[src/hdl/ffba_pkg.sv]
`default_nettype none

package ffba_pkg;

    // Default configuration of the allocator.
    localparam int BLOCK_COUNT_DEF = 8;
    localparam int SIZE_BITS_DEF   = 16;

    // Fixed widths of the request and result fields.
    localparam int SEL_W    = 3;
    localparam int FIELD_W  = 16;
    localparam int STATUS_W = 2;

    // Request kinds.
    typedef enum logic {
        REQ_LOAD  = 1'b0,
        REQ_ALLOC = 1'b1
    } t_req_type;

    // Result status codes.
    typedef enum logic [STATUS_W-1:0] {
        STATUS_LOADED    = 2'd0,
        STATUS_ALLOCATED = 2'd1,
        STATUS_NO_FIT    = 2'd2
    } t_status;

    // Control from the top level to each cell; go and alloc are shared by all cells.
    typedef struct packed {
        logic go;        // a request is being resolved this cycle
        logic alloc;     // the request is an allocation
        logic load_hit;  // the request's block select addresses this cell
    } t_cell_ctl;

endpackage

`default_nettype wire

[src/hdl/first_fit_block_allocator.sv]
`default_nettype none

// First-fit block allocator. A request is taken when start is high and busy
// is low, busy stays high for one cycle while the row of block cells
// resolves it, and the result appears with o_valid high for exactly one
// cycle; a new request may be started in that same cycle. The request is
// held in one register stage and resolved in one pass through the cell row,
// where every block compares its free size with the request and a claim bit
// ripples from block 0 upward so the lowest fitting block wins. The receiver
// cannot stall: a result that is not captured in its strobe cycle is lost.
// Load requests write one block's free size; allocations lower the chosen
// block's size by the request size. All block sizes are zero after reset.
module first_fit_block_allocator #(
    parameter int BLOCK_COUNT = ffba_pkg::BLOCK_COUNT_DEF,
    parameter int SIZE_BITS   = ffba_pkg::SIZE_BITS_DEF
) (
    input  wire                                 i_clk,
    input  wire                                 i_rst_n,
    input  wire                                 start,
    output logic                                busy,
    input  wire                                 i_req_type,
    input  wire  [ffba_pkg::SEL_W-1:0]          i_block_select,
    input  wire  [ffba_pkg::FIELD_W-1:0]        i_size_value,
    output logic                                o_valid,
    output logic [ffba_pkg::STATUS_W-1:0]       o_result_status,
    output logic [ffba_pkg::SEL_W-1:0]          o_chosen_block,
    output logic [ffba_pkg::FIELD_W-1:0]        o_size_before,
    output logic [ffba_pkg::FIELD_W-1:0]        o_size_after
);

    localparam int IDX_W = (BLOCK_COUNT > 1) ? $clog2(BLOCK_COUNT) : 1;

    // Request register.
    logic                       r_busy;
    logic                       r_type;
    logic [ffba_pkg::SEL_W-1:0] r_sel;
    logic [SIZE_BITS-1:0]       r_size;

    // Result registers.
    logic                          r_valid;
    ffba_pkg::t_status             r_status;
    logic [ffba_pkg::SEL_W-1:0]    r_block;
    logic [ffba_pkg::FIELD_W-1:0]  r_before;
    logic [ffba_pkg::FIELD_W-1:0]  r_after;

    ffba_pkg::t_status             n_status;
    logic [ffba_pkg::SEL_W-1:0]    n_block;
    logic [SIZE_BITS-1:0]          n_before;
    logic [SIZE_BITS-1:0]          n_after;

    // Cell row signals.
    ffba_pkg::t_cell_ctl    w_ctl [BLOCK_COUNT];
    logic [BLOCK_COUNT:0]   w_claim;
    logic [BLOCK_COUNT-1:0] w_take;
    logic [BLOCK_COUNT-1:0] w_hit;
    logic [SIZE_BITS-1:0]   w_free [BLOCK_COUNT];

    logic                   w_accept;
    logic [IDX_W-1:0]       w_idx;
    logic [SIZE_BITS-1:0]   w_take_free;
    logic [SIZE_BITS-1:0]   w_hit_free;

    assign w_accept = start && !r_busy;
    assign busy     = r_busy;

    // Capture a request and hold busy for the resolve cycle.
    always_ff @(posedge i_clk) begin
        if (!i_rst_n) begin
            r_busy <= 1'b0;
        end else begin
            r_busy <= w_accept;
        end
    end

    always_ff @(posedge i_clk) begin
        if (w_accept) begin
            r_type <= i_req_type;
            r_sel  <= i_block_select;
            r_size <= SIZE_BITS'(i_size_value);
        end
    end

    // Row of block cells with the claim bit running from block 0 upward.
    assign w_claim[0] = 1'b0;

    generate
        for (genvar k = 0; k < BLOCK_COUNT; k++) begin : g_cell
            assign w_hit[k]          = (32'(r_sel) == k);
            assign w_ctl[k].go       = r_busy;
            assign w_ctl[k].alloc    = (r_type == ffba_pkg::REQ_ALLOC);
            assign w_ctl[k].load_hit = w_hit[k];

            ffba_cell #(
                .SIZE_BITS (SIZE_BITS)
            ) u_cell (
                .i_clk       (i_clk),
                .i_rst_n     (i_rst_n),
                .i_ctl       (w_ctl[k]),
                .i_size      (r_size),
                .i_claim_in  (w_claim[k]),
                .o_claim_out (w_claim[k+1]),
                .o_take      (w_take[k]),
                .o_free      (w_free[k])
            );
        end
    endgenerate

    // Gather the index and size of the winning cell and of the loaded cell.
    always_comb begin
        w_idx       = '0;
        w_take_free = '0;
        w_hit_free  = '0;
        for (int k = 0; k < BLOCK_COUNT; k++) begin
            if (w_take[k]) begin
                w_idx       = w_idx | IDX_W'(k);
                w_take_free = w_take_free | w_free[k];
            end
            if (w_hit[k]) begin
                w_hit_free = w_hit_free | w_free[k];
            end
        end
    end

    // Form the result of the request being resolved; the claim bit that
    // leaves the last cell tells whether any block fits.
    always_comb begin
        if (r_type == ffba_pkg::REQ_LOAD) begin
            n_status = ffba_pkg::STATUS_LOADED;
            n_block  = r_sel;
            n_before = w_hit_free;
            n_after  = (|w_hit) ? r_size : '0;
        end else if (w_claim[BLOCK_COUNT]) begin
            n_status = ffba_pkg::STATUS_ALLOCATED;
            n_block  = ffba_pkg::SEL_W'(w_idx);
            n_before = w_take_free;
            n_after  = w_take_free - r_size;
        end else begin
            n_status = ffba_pkg::STATUS_NO_FIT;
            n_block  = '0;
            n_before = '0;
            n_after  = '0;
        end
    end

    // Result strobe and payload.
    always_ff @(posedge i_clk) begin
        if (!i_rst_n) begin
            r_valid <= 1'b0;
        end else begin
            r_valid <= r_busy;
        end
    end

    always_ff @(posedge i_clk) begin
        if (r_busy) begin
            r_status <= n_status;
            r_block  <= n_block;
            r_before <= ffba_pkg::FIELD_W'(n_before);
            r_after  <= ffba_pkg::FIELD_W'(n_after);
        end
    end

    assign o_valid         = r_valid;
    assign o_result_status = r_status;
    assign o_chosen_block  = r_block;
    assign o_size_before   = r_before;
    assign o_size_after    = r_after;

    // At most one cell takes an allocation.
    a_single_take: assert property (@(posedge i_clk) disable iff (!i_rst_n)
        $onehot0(w_take))
        else $error("more than one block took the allocation");

    // Only a request in the resolve cycle may change a block.
    a_take_needs_busy: assert property (@(posedge i_clk) disable iff (!i_rst_n)
        (|w_take) |-> r_busy)
        else $error("block taken outside a resolve cycle");

    // Every accepted request yields a result strobe through the busy and valid registers.
    a_result_follows: assert property (@(posedge i_clk) disable iff (!i_rst_n)
        w_accept |-> ##2 o_valid)
        else $error("accepted request gave no result");

    // A result strobe never follows a cycle without a request in flight.
    a_no_spurious: assert property (@(posedge i_clk) disable iff (!i_rst_n)
        !r_busy |=> !o_valid)
        else $error("result strobe without a request");

    // A failed allocation reports all-zero fields.
    a_no_fit_zero: assert property (@(posedge i_clk) disable iff (!i_rst_n)
        (o_valid && (o_result_status == ffba_pkg::STATUS_NO_FIT)) |->
        (o_chosen_block == '0 && o_size_before == '0 && o_size_after == '0))
        else $error("no-fit result carries nonzero fields");

endmodule

`default_nettype wire

[src/hdl/ffba_cell.sv]
`default_nettype none

module ffba_cell #(
    parameter int SIZE_BITS = ffba_pkg::SIZE_BITS_DEF
) (
    input  wire                        i_clk,
    input  wire                        i_rst_n,
    input  wire ffba_pkg::t_cell_ctl   i_ctl,
    input  wire  [SIZE_BITS-1:0]       i_size,
    input  wire                        i_claim_in,
    output logic                       o_claim_out,
    output logic                       o_take,
    output logic [SIZE_BITS-1:0]       o_free
);

    logic [SIZE_BITS-1:0] r_free;
    logic [SIZE_BITS-1:0] n_free;
    logic                 w_fit;

    // The block fits when its free size covers the request.
    assign w_fit = (r_free >= i_size);

    // The first fitting cell takes the request; later cells see it claimed.
    assign o_take      = i_ctl.go && i_ctl.alloc && w_fit && !i_claim_in;
    assign o_claim_out = i_claim_in || (i_ctl.alloc && w_fit);
    assign o_free      = r_free;

    // Next free size: a load overwrites it, an allocation lowers it.
    always_comb begin
        n_free = r_free;
        if (i_ctl.go && !i_ctl.alloc && i_ctl.load_hit) begin
            n_free = i_size;
        end else if (o_take) begin
            n_free = r_free - i_size;
        end
    end

    always_ff @(posedge i_clk) begin
        if (!i_rst_n) begin
            r_free <= '0;
        end else begin
            r_free <= n_free;
        end
    end

endmodule

`default_nettype wire
[config.mk]
export PLATFORM = sky130hd
export DESIGN_NAME = first_fit_block_allocator
export DESIGN_NICKNAME = d
export VERILOG_FILES = /design/src/hdl/ffba_pkg.sv /design/src/hdl/first_fit_block_allocator.sv /design/src/hdl/ffba_cell.sv
export SDC_FILE = /design/constraint.sdc
export NUM_CORES = 1
export LEC_CHECK = 0
export ABC_AREA = 0
export BUFFER_PORTS_ARGS = -buffer_cell sky130_fd_sc_hd__buf_4
export CORE_MARGIN = 2
export CORE_UTILIZATION = 57
export CTS_CLUSTER_DIAMETER = 120
export CTS_CLUSTER_SIZE = 40
export DETAILED_ROUTE_END_ITERATION = 12
export PLACE_DENSITY = 0.72
export SLEW_MARGIN = 40
export SYNTH_ARGS = -nofsm -noshare
export SYNTH_HDL_FRONTEND = slang
export SYNTH_HIERARCHICAL = 1
export SYNTH_SLANG_ARGS = --single-unit
[constraint.sdc]
create_clock -name i_clk -period 10 [get_ports i_clk]
set_clock_uncertainty 0.15 [all_clocks]
set_input_delay 1 -clock i_clk [delete_from_list [all_inputs] [get_ports i_clk]]
set_output_delay 1 -clock i_clk [all_outputs]
set_load 0.03 [all_outputs]
# [Word-level counts from Yosys, hierarchy flattened]
# Index checks and enable logic that the tools add are counted.
# Widths: inputs -> output; s select.
[op_classes] add_sub_neg=9 multipliers=0 n_div=0 n_lt_le_gt_ge=8 eq_ne=7 shifts=0 n_mux=47 n_bitwise=14 n_reduce_logical=60
[ops] operator="$mux 16" n=37
[ops] operator="$or 16x16->16" n=14
[ops] operator="$sub 16x16->16" n=9
[ops] operator="$ge 16x16->1" n=8
[ops] operator="$logic_and 1x1->1" n=34
[ops] operator="$mux 3" n=6
[ops] operator="$reduce_bool 2->1" n=8
[ops] operator="$eq 3x3->1 const B" n=4
[ops] operator="$logic_not 1->1" n=9
[ops] operator="$reduce_or 8->1" n=1
[ops] operator="$logic_or 1x1->1" n=7
[ops] operator="$eq 3x2->1 const B" n=2
[ops] operator="$mux 2" n=3
[ops] operator="$eq 3x1->1 const B" n=1
[ops] operator="$logic_not 3->1" n=1
[ops] operator="$mux 1" n=1
[totals] regBits=187 latch_bits=0 ram_bits=0 rom_bits=0 out_inout_bits=39 n_memories=0

# [Longest topological paths before layout]
# Gate-level depths: netlist of run 1.
[depth] ltp_word=20 depth_mapped=31 depth_no_buf=27

# [Cells and area by module]
# Netlist of run 1, hierarchy kept.
[by_module_without_submodules] mod="ffba_cell at g_cell[0].u_cell ..." instances=4 cells_per_inst=223 area_each_um2=1676.6 seq_area_each_um2=320.3
[by_module_without_submodules] mod="ffba_cell at g_cell[4].u_cell ..." instances=3 cells_per_inst=227 area_each_um2=1689.1 seq_area_each_um2=320.3
[by_module_without_submodules] mod="first_fit_block_allocator" instances=1 cells_per_inst=428 area_each_um2=4513.1 seq_area_each_um2=1751.7
[by_module_without_submodules] mod="ffba_cell at g_cell[7].u_cell" instances=1 cells_per_inst=211 area_each_um2=1612.8 seq_area_each_um2=320.3

# [Worst setup path after synthesis of run 1]
# No wires, ideal clock.
[synth_timing] kind="flip-flop to flip-flop" start="reg r_size[0]" end="reg r_after, in the netlist o_size_after[10] (data pin)" setup_time_ps=274 t_arrival_ps=5799 path_slack_ps=3777 path_stages_with_launch=30 path_buffers=3 cell_sequence="edfxtp_1 -> ha_1 -> inv_1 -> fa_1 -> a211oi_2 -> o21ai_0 -> nand3_1 -> nand3_1 -> a21o_1 -> a21o_1 -> a21o_1 -> a21o_1 -> nand2b_1 -> nand2b_1 -> nand2b_1 -> nand3b_1 -> a31oi_4 -> buf_6 -> buf_2 -> buf_1 -> a22oi_1 -> and4_1 -> ha_1 -> fa_1 -> nor2b_4 -> o31ai_2 -> a21oi_2 -> a31o_1 -> xnor2_1 -> o22ai_1"
[synth_via] elab_cells_between_ends=63 classes_between="add/sub (1); order compare (8); mux (10); bitwise (7); reduce/logical (37)"
[synth_lines] element="start, declared" line="first_fit_block_allocator.sv:37" source="logic [SIZE_BITS-1:0] r_size;"
[synth_lines] element="start signal, assigned" line="first_fit_block_allocator.sv:79" source="r_size <= SIZE_BITS'(i_size_value);"
[synth_lines] element="$ge 16x16->1" line="ffba_cell.sv:21" source="assign w_fit = (r_free >= i_size);"
[synth_lines] element="$logic_and 1x1->1" line="ffba_cell.sv:25" source="assign o_claim_out = i_claim_in || (i_ctl.alloc && w_fit);"
[synth_lines] element="via w_claim[1]" line="first_fit_block_allocator.sv:53" source="logic [BLOCK_COUNT:0] w_claim;"
[synth_lines] element="$logic_or 1x1->1" line="ffba_cell.sv:25"
[synth_lines] element="via w_claim[2]" line="first_fit_block_allocator.sv:53"
[synth_lines] element="$logic_or 1x1->1" line="ffba_cell.sv:25"
[synth_lines] element="via w_claim[3]" line="first_fit_block_allocator.sv:53"
[synth_lines] element="$logic_or 1x1->1" line="ffba_cell.sv:25"
[synth_lines] element="via w_claim[4]" line="first_fit_block_allocator.sv:53"
[synth_lines] element="[... 1 more ...]"
[synth_lines] element="via w_claim[5]" line="first_fit_block_allocator.sv:53"
[synth_lines] element="[... 1 more ...]"
[synth_lines] element="via w_claim[6]" line="first_fit_block_allocator.sv:53"
[synth_lines] element="[... 1 more ...]"
[synth_lines] element="via w_claim[7]" line="first_fit_block_allocator.sv:53"
[synth_lines] element="$logic_not 1->1" line="ffba_cell.sv:24" source="assign o_take = i_ctl.go && i_ctl.alloc && w_fit && !i_claim_in;"
[synth_lines] element="$logic_and 1x1->1" line="ffba_cell.sv:24"
[synth_lines] element="via w_take[7]" line="first_fit_block_allocator.sv:54" source="logic [BLOCK_COUNT-1:0] w_take;"
[synth_lines] element="$mux 16" line="first_fit_block_allocator.sv:114" source="if (w_take[k]) begin"
[synth_lines] element="$sub 16x16->16" line="first_fit_block_allocator.sv:136" source="n_after = w_take_free - r_size;"
[synth_lines] element="$mux 16" line="first_fit_block_allocator.sv:132" source="end else if (w_claim[BLOCK_COUNT]) begin"
[synth_lines] element="$mux 16" line="first_fit_block_allocator.sv:127" source="if (r_type == ffba_pkg::REQ_LOAD) begin"
[synth_lines] element="via n_after[10]" line="first_fit_block_allocator.sv:49" source="logic [SIZE_BITS-1:0] n_after;"
[synth_lines] element="end signal, assigned" line="first_fit_block_allocator.sv:159" source="r_after <= ffba_pkg::FIELD_W'(n_after);"
[synth_lines] element="end, declared" line="first_fit_block_allocator.sv:44" source="logic [ffba_pkg::FIELD_W-1:0] r_after;"
# The timed path passes the listed nets, and every way through them passes these cells.
# A chain may end at the register's enable or synchronous reset.

# [Final worst setup path of run 1]
[layout_timing] start="reg r_size[1]" end="reg r_after, in the netlist o_size_after[10] (data pin)"
# Same word-level chain as after synthesis.

==> out/qor.yml, run 1 <==
run_status:
  outcome: "finished, final reports clean"
sta:
  fin_ws_ns: 3.40
  min_period_ns: 6.60
  fmax_mhz: 152
  hold_viol: 0
  setup-tns-final_ns: 0
  slew_headroom_pct: 39.4
  rsz0062_at_grt: "false"
  final-setup-viol-count: 0
  timing.hold.ws_ns: 0.384
  fin_crit_sh_pct: 66.0
  final_max_slew_viol_count: 0
  worstMarginPinSlew_ns: 0.909
route:
  viasPerCell: 6.95
  vias: 18200
  ant_nets: 0
  first_pass_iters: 8
  routedWlPerCell_um: 24.2
  remaining_drc_errors: 0
  drtIter0Drc: 2146
  routed_wl_um: 63400
power:
  power_density_nw_per_um2: 99.1
  leakage_nw: 8.22
  power.internal_mw: 1.28
  seqPwrFrac_pct: 43.4
  ir_worst_vdd_v: 0.000125
  p_sw_mw: 0.602
  clkPwrFrac_pct: 37.4
  combPwrFrac_pct: 19.2
  p_sw_share_pct: 32.0
global_routing:
  track_usage_pct: 38.1
  grt_pass1_vias: 16900
  grt-ovfl-total: 0
  grt_max_degree: 75
  antenna_found_initial: 1
  grt_pass1_wl_um: 97600
critical_path:
  crit_fanout: 40
  reg2reg_slack_ns: 3.40
  cpPeakStageDelay_ns: 0.49
  worstSetupStartpointType: "register"
  crit_arrival_ns: 6.64
  worst_path_max_delay_cell: "fa_1"
  crit_type: "register to register"
  timing.critical_path.mode_cell: "a21o_1"
  reg2reg_depth: 27
  worst_setup_path_end_kind: "register"
  critPathRequiredTime_ns: 10.04
flow_run:
  drv_cap: 0
yosys:
  ys_seq_area_share_pct: 24.1
  synth_commonest_cells: "a21oi_1, inv_1, nand2_1"
  async_reset_ff_share_pct: 0
  ys_top_cells_by_area: "dfxtp_1, ha_1, edfxtp_1"
  synth_edf_count: 57
  synth_top_cell_by_area: "dfxtp_1"
  ys_ff_latch: 187
  syn_avg_cell_area_um2: 8.09
  post_synth_num_cell_types: 94
  yosysTopAreaCellShare_pct: 14.5
  synth.most_common_cell: "a21oi_1"
  synth_area_um2: 17900
  yosysWarnings: 6
  synthFlopType: "dfxtp_1"
  synthCells: 2212
final_layout:
  area_growth_pct: 6.06
  final_layout_size_suffix_gt1_share_pct: 9.87
  design_area_um2: 19000
  fin_nets: 2381
  diodes: 0
clock_tree:
  cts_root_buffer: "clkbuf_16"
  worstSkewPairLatency_ns: 0.47
  cts.sinks: 187
  clock_path_buffers: 2
  cts_resized: 0
  cts_buffers: 17
  htree_levels: 4
  cts_tree: "yes"
  clkSlewWorstSetupHoldPaths_ns: 0.08
  postCtsHoldBufs: 0
  post_cts_buffers: 0
die:
  die_w_um: 181
  die_area_um2: 32800
  pin_count: 62
  num_rows: 64
  core_area_um2: 30700
  initial_core_util_pct: 58.2
  die_h_um: 181
hold_path:
  hold_class: "register to register"
  holdPathStages: 2
place:
  numPortBuffers: 61
  dp_hpwl_um: 46300
  placed_area_um2: 18400
  place_ws_ns: 3.57
  routabilityCongestion: 1.00
==> power by group through the flow <==
stage | registers (mW) | clock network, mW | logic, mW
2_1_floorplan | 0.851 | 0 | 0.227
3_3_place_gp | 0.833 | 0 | 0.342
3_5_place_dp | 0.833 | 0 | 0.348
4_1_cts | 0.816 | 0.712 | 0.350
5_1_grt | 0.817 | 0.740 | 0.391
6_report | 0.817 | 0.703 | 0.362
==> logic make-up (layout without fill, tap and decap cells) <==
| group | Yosys count | count (layout) | share of synthesized area [%] |
|---|---|---|---|
| other cells | 1 | 2 | 0.0210 |
| xor+xnor | 74 | 74 | 3.62 |
| compound gates | 845 | 845 | 32.4 |
| fa+ha+maj | 153 | 153 | 11.1 |
| buf+inv | 313 | 318 | 8.13 |
| simple gates | 618 | 618 | 18.4 |
| flops | 187 | 187 | 24.1 |
| mux | 21 | 21 | 2.30 |
==> metal layers <==
layer  share of wire [%]  wire (um)  track usage (%)  vias to the layer above
met3                  11       6870             8.93                      195
met1                  42      26400             51.6                     8671
li1                    -          -                -                     8312
met4                 5.1       3220             18.4                        2
met5               0.021         13                0                        -
met2                  42      26900             57.2                      983
==> registers in the layout, summed over array words and instances, names as in the netlist <==
register and count:
r_size 16, r_type 1, o_result_status 2, busy 1
o_size_after 16, o_size_before 16, o_chosen_block 3, o_valid 1
r_sel 3, g_cell.u_cell/o_free 128
==> layout by cell type (no fill, tap or decap), types with 33 or more instances in the layout <==
cell type  netlist  routed
nor2_1         108     106
nand4_1         43      43
buf_4            6      91
o22ai_1         33      33
a22oi_1        107     107
xor2_1          40      40
and3_1          48      48
nand2_1        148     148
xnor2_1         34      34
a21oi_1        208     208
nand3_1         95      95
a21o_1          53      53
o21a_1          42      42
edfxtp_1        57      57
o21ai_0        127     127
ha_1           144     144
inv_1          182     181
dfxtp_1        130     129
==> worst max-delay path: cells and delay by family (launching register included) <==
family	cells	cell delay, ns
XOR/XNOR	1	0.13
AO/OA/AOI/OAI	12	2.27
AND/OR/NAND/NOR	8	1.39
flip-flops	1	0.33
adder cells (fa/ha/maj)	3	1.15
buffers and inverters	3	0.88
==> area by class of cell <==
| type | count | area [um2] |
|---|---|---|
| clock buffers | 18 | 429 |
| well taps | 396 | 495 |
| repair buffers | 93 | 723 |
| clock inverters | 14 | 150 |
| flip-flops and latches | 187 | 4320 |
| multi-input cells | 1713 | 12100 |
| fillers | 2814 | 11800 |
| inverters | 193 | 724 |
==> metrics by stage <==
| stage | cells | total power, mW | utilization, % |
|---|---|---|---|
| after floorplan | 2213 | 1.08 | - |
| after detailed placement | 2580 | 1.18 | 59.7 |
| after global routing | 2614 | 1.95 | 61.7 |
| after global placement | 2580 | 1.17 | 59.7 |
| after CTS | 2612 | 1.88 | 61.6 |
| final | 2614 | 1.88 | 61.7 |
==> final timing paths <==
path                               startpoint                           to
setup reg to reg                    r_size[1]             o_size_after[10]
hold / removal    g_cell[7].u_cell/o_free[13]  g_cell[7].u_cell/o_free[13]
hold reg to reg   g_cell[7].u_cell/o_free[13]  g_cell[7].u_cell/o_free[13]
setup / recovery                    r_size[1]             o_size_after[10]
No activity file was read; power rests on OpenSTA's default activity.
==> run 2, diff against run 1 <==
==> constraint.sdc (replaced) <==
create_clock -name i_clk -period 6.25 [get_ports i_clk]
set_clock_uncertainty 0.15 [all_clocks]
set_input_delay 0.625 -clock i_clk [delete_from_list [all_inputs] [get_ports i_clk]]
set_output_delay 0.625 -clock i_clk [all_outputs]
set_load 0.03 [all_outputs]
==> run 2 against run 1 <==
Count of clock-buffer cells in the layout shrank 1. Final cell count up 1.5%. Critical path depth down 3. Design area up 1.9%. Combinational power is 66% higher. Largest cell class unchanged. Highest routed layer unchanged.
==> out/qor.yml, run 2 (synthesis results as in run 1) <==
run_status:
  outcome: "finished, final reports clean"
power:
  combPwrFrac_pct: 19.7
  ir_worst_vdd_v: 0.000198
  clkPwrFrac_pct: 37.5
  p_sw_mw: 0.994
  leakage_nw: 8.44
  seqPwrFrac_pct: 42.8
  p_sw_share_pct: 32.5
  power_density_nw_per_um2: 158
  power.internal_mw: 2.06
final_layout:
  fin_nets: 2421
  diodes: 0
  largest_reg_flops: 128
  layout_commonest_cell: "a21oi_1"
  area_growth_pct: 8.08
  design_area_um2: 19300
  stdcell_count: 2654
  final_layout_size_suffix_gt1_share_pct: 11.7
  mostFrequentLayoutCells: "a21oi_1, inv_1, nand2_1"
die:
  initial_core_util_pct: 58.2
  die_area_um2: 32800
  core_area_um2: 30700
  num_rows: 64
  pin_count: 62
  die_h_um: 181
  die_w_um: 181
critical_path:
  critPathRequiredTime_ns: 6.30
  crit_arrival_ns: 6.07
  worst_setup_path_end_kind: "register"
  worst_path_max_delay_cell: "edfxtp_1"
  critical_path.cell_chain: "buf_4, inv_1, ha_1, and4_1, and2_4, a22oi_1, nand3_1, a21o_1, a21o_1, nand2b_1, nand2b_1, nand2b_1, nand3b_1, a31oi_4, a22oi_1, and4_2, ha_1, fa_1, nor2b_4, o31ai_2, a21oi_2, a31o_1, a31o_1, nand3_1"
  path_buf_inv: 2
  timing.critical_path.mode_cell: "nand2b_1"
  crit_fanout: 8
  worstSetupStartpointType: "register"
  cpLargestDelayFamily: "simple AND/OR/NAND/NOR gates"
  cpPeakStageDelay_ns: 0.58
  crit_type: "register to register"
route:
  routedWlPerCell_um: 25.4
  remaining_drc_errors: 0
  vias: 18600
  drtIter0Drc: 2518
  ant_nets: 0
  routed_wl_um: 67500
  viasPerCell: 7.00
  first_pass_iters: 8
sta:
  rsz0062_at_grt: "false"
  slew_headroom_pct: 39.0
  worstMarginPinSlew_ns: 0.912
  min_period_ns: 6.02
  setup-tns-final_ns: 0
  final_max_slew_viol_count: 0
  final-setup-viol-count: 0
  hold_viol: 0
  fin_crit_sh_pct: 96.3
  fmax_mhz: 166
clock_tree:
  htree_levels: 4
  clock_path_buffers: 2
  cts_root_buffer: "clkbuf_16"
  cts_buffers: 17
  clkSlewWorstSetupHoldPaths_ns: 0.08
  cts_tree: "yes"
  postCtsHoldBufs: 0
  worstSkewPairLatency_ns: 0.47
  cts.sinks: 187
place:
  dp_cells: 2620
  placed_area_um2: 18700
  routabilityCongestion: 1.00
  dp_hpwl_um: 51400
  numPortBuffers: 61
global_routing:
  grt_pass1_vias: 17200
  met1_usage_pct: 56.0
  track_usage_pct: 40.7
  grt_pass1_wl_um: 102000
  grt_busiest_layer: "met2"
  grt_use_met2_pct: 59.7
  antenna_found_initial: 2
  grt-ovfl-total: 0
  grt_max_degree: 53
  met3_usage_pct: 9.59
hold_path:
  hold_class: "input port to register"
flow_run:
  drv_cap: 0
## run 2: routing by layer
metal	up-vias	share of wire [%]
li1	8395	-
met1	8821	41
met2	1152	41
met3	221	12
met4	2	5.4
met5	-	0.015
## run 2: worst paths after layout
path	slack, ns	to	start	cells past startpoint
setup / recovery	0.23	o_size_after[12]	r_size[12]	24
hold reg to reg	0.38	g_cell[5].u_cell/o_free[8]	g_cell[5].u_cell/o_free[8]	2
hold / removal	0.18	r_sel[0]	i_block_select[0]	1
setup reg to reg	0.23	o_size_after[12]	r_size[12]	24
## run 2: layout make-up
cell class                 count  area, um2
multi-input combinational   1713      12200
fill                        2809      11400
sequential                   187       4320
timing repair buffer         133       1050
inverter                     193        724
tap                          396        495
clock buffer                  17        425
clock inverter                15        170
## run 2: repair_timing
| item | in CTS | in global routing |
|---|---|---|
| endpoints found under the setup margin | 0 | 8 |
| gates resized for setup | 0 | 8 |
| setup buffers | 0 | 2 |
## run 2: stage by stage
step | power (mW) | hold slack, ns | utilization [%] | worst slack [ns]
final | 3.06 | 0.179 | 62.9 | 0.230
after global routing | 3.16 | 0.165 | 62.9 | 0.00686
after CTS | 3.05 | 0.165 | 62.8 | 0.270
after detailed placement | 1.92 | 0.364 | 60.8 | 0.319
after global placement | 1.91 | 0.354 | 60.8 | 0.423
after floorplan | 1.72 | 0.311 | - | 0.0266
## run 2: power groups by stage
stage / logic, mW / clock network [mW] / registers, mW
final: 0.602 / 1.15 / 1.31
after global routing: 0.649 / 1.20 / 1.31
after CTS: 0.584 / 1.15 / 1.31
after detailed placement: 0.581 / 0 / 1.34
after global placement: 0.571 / 0 / 1.34
after floorplan: 0.363 / 0 / 1.36
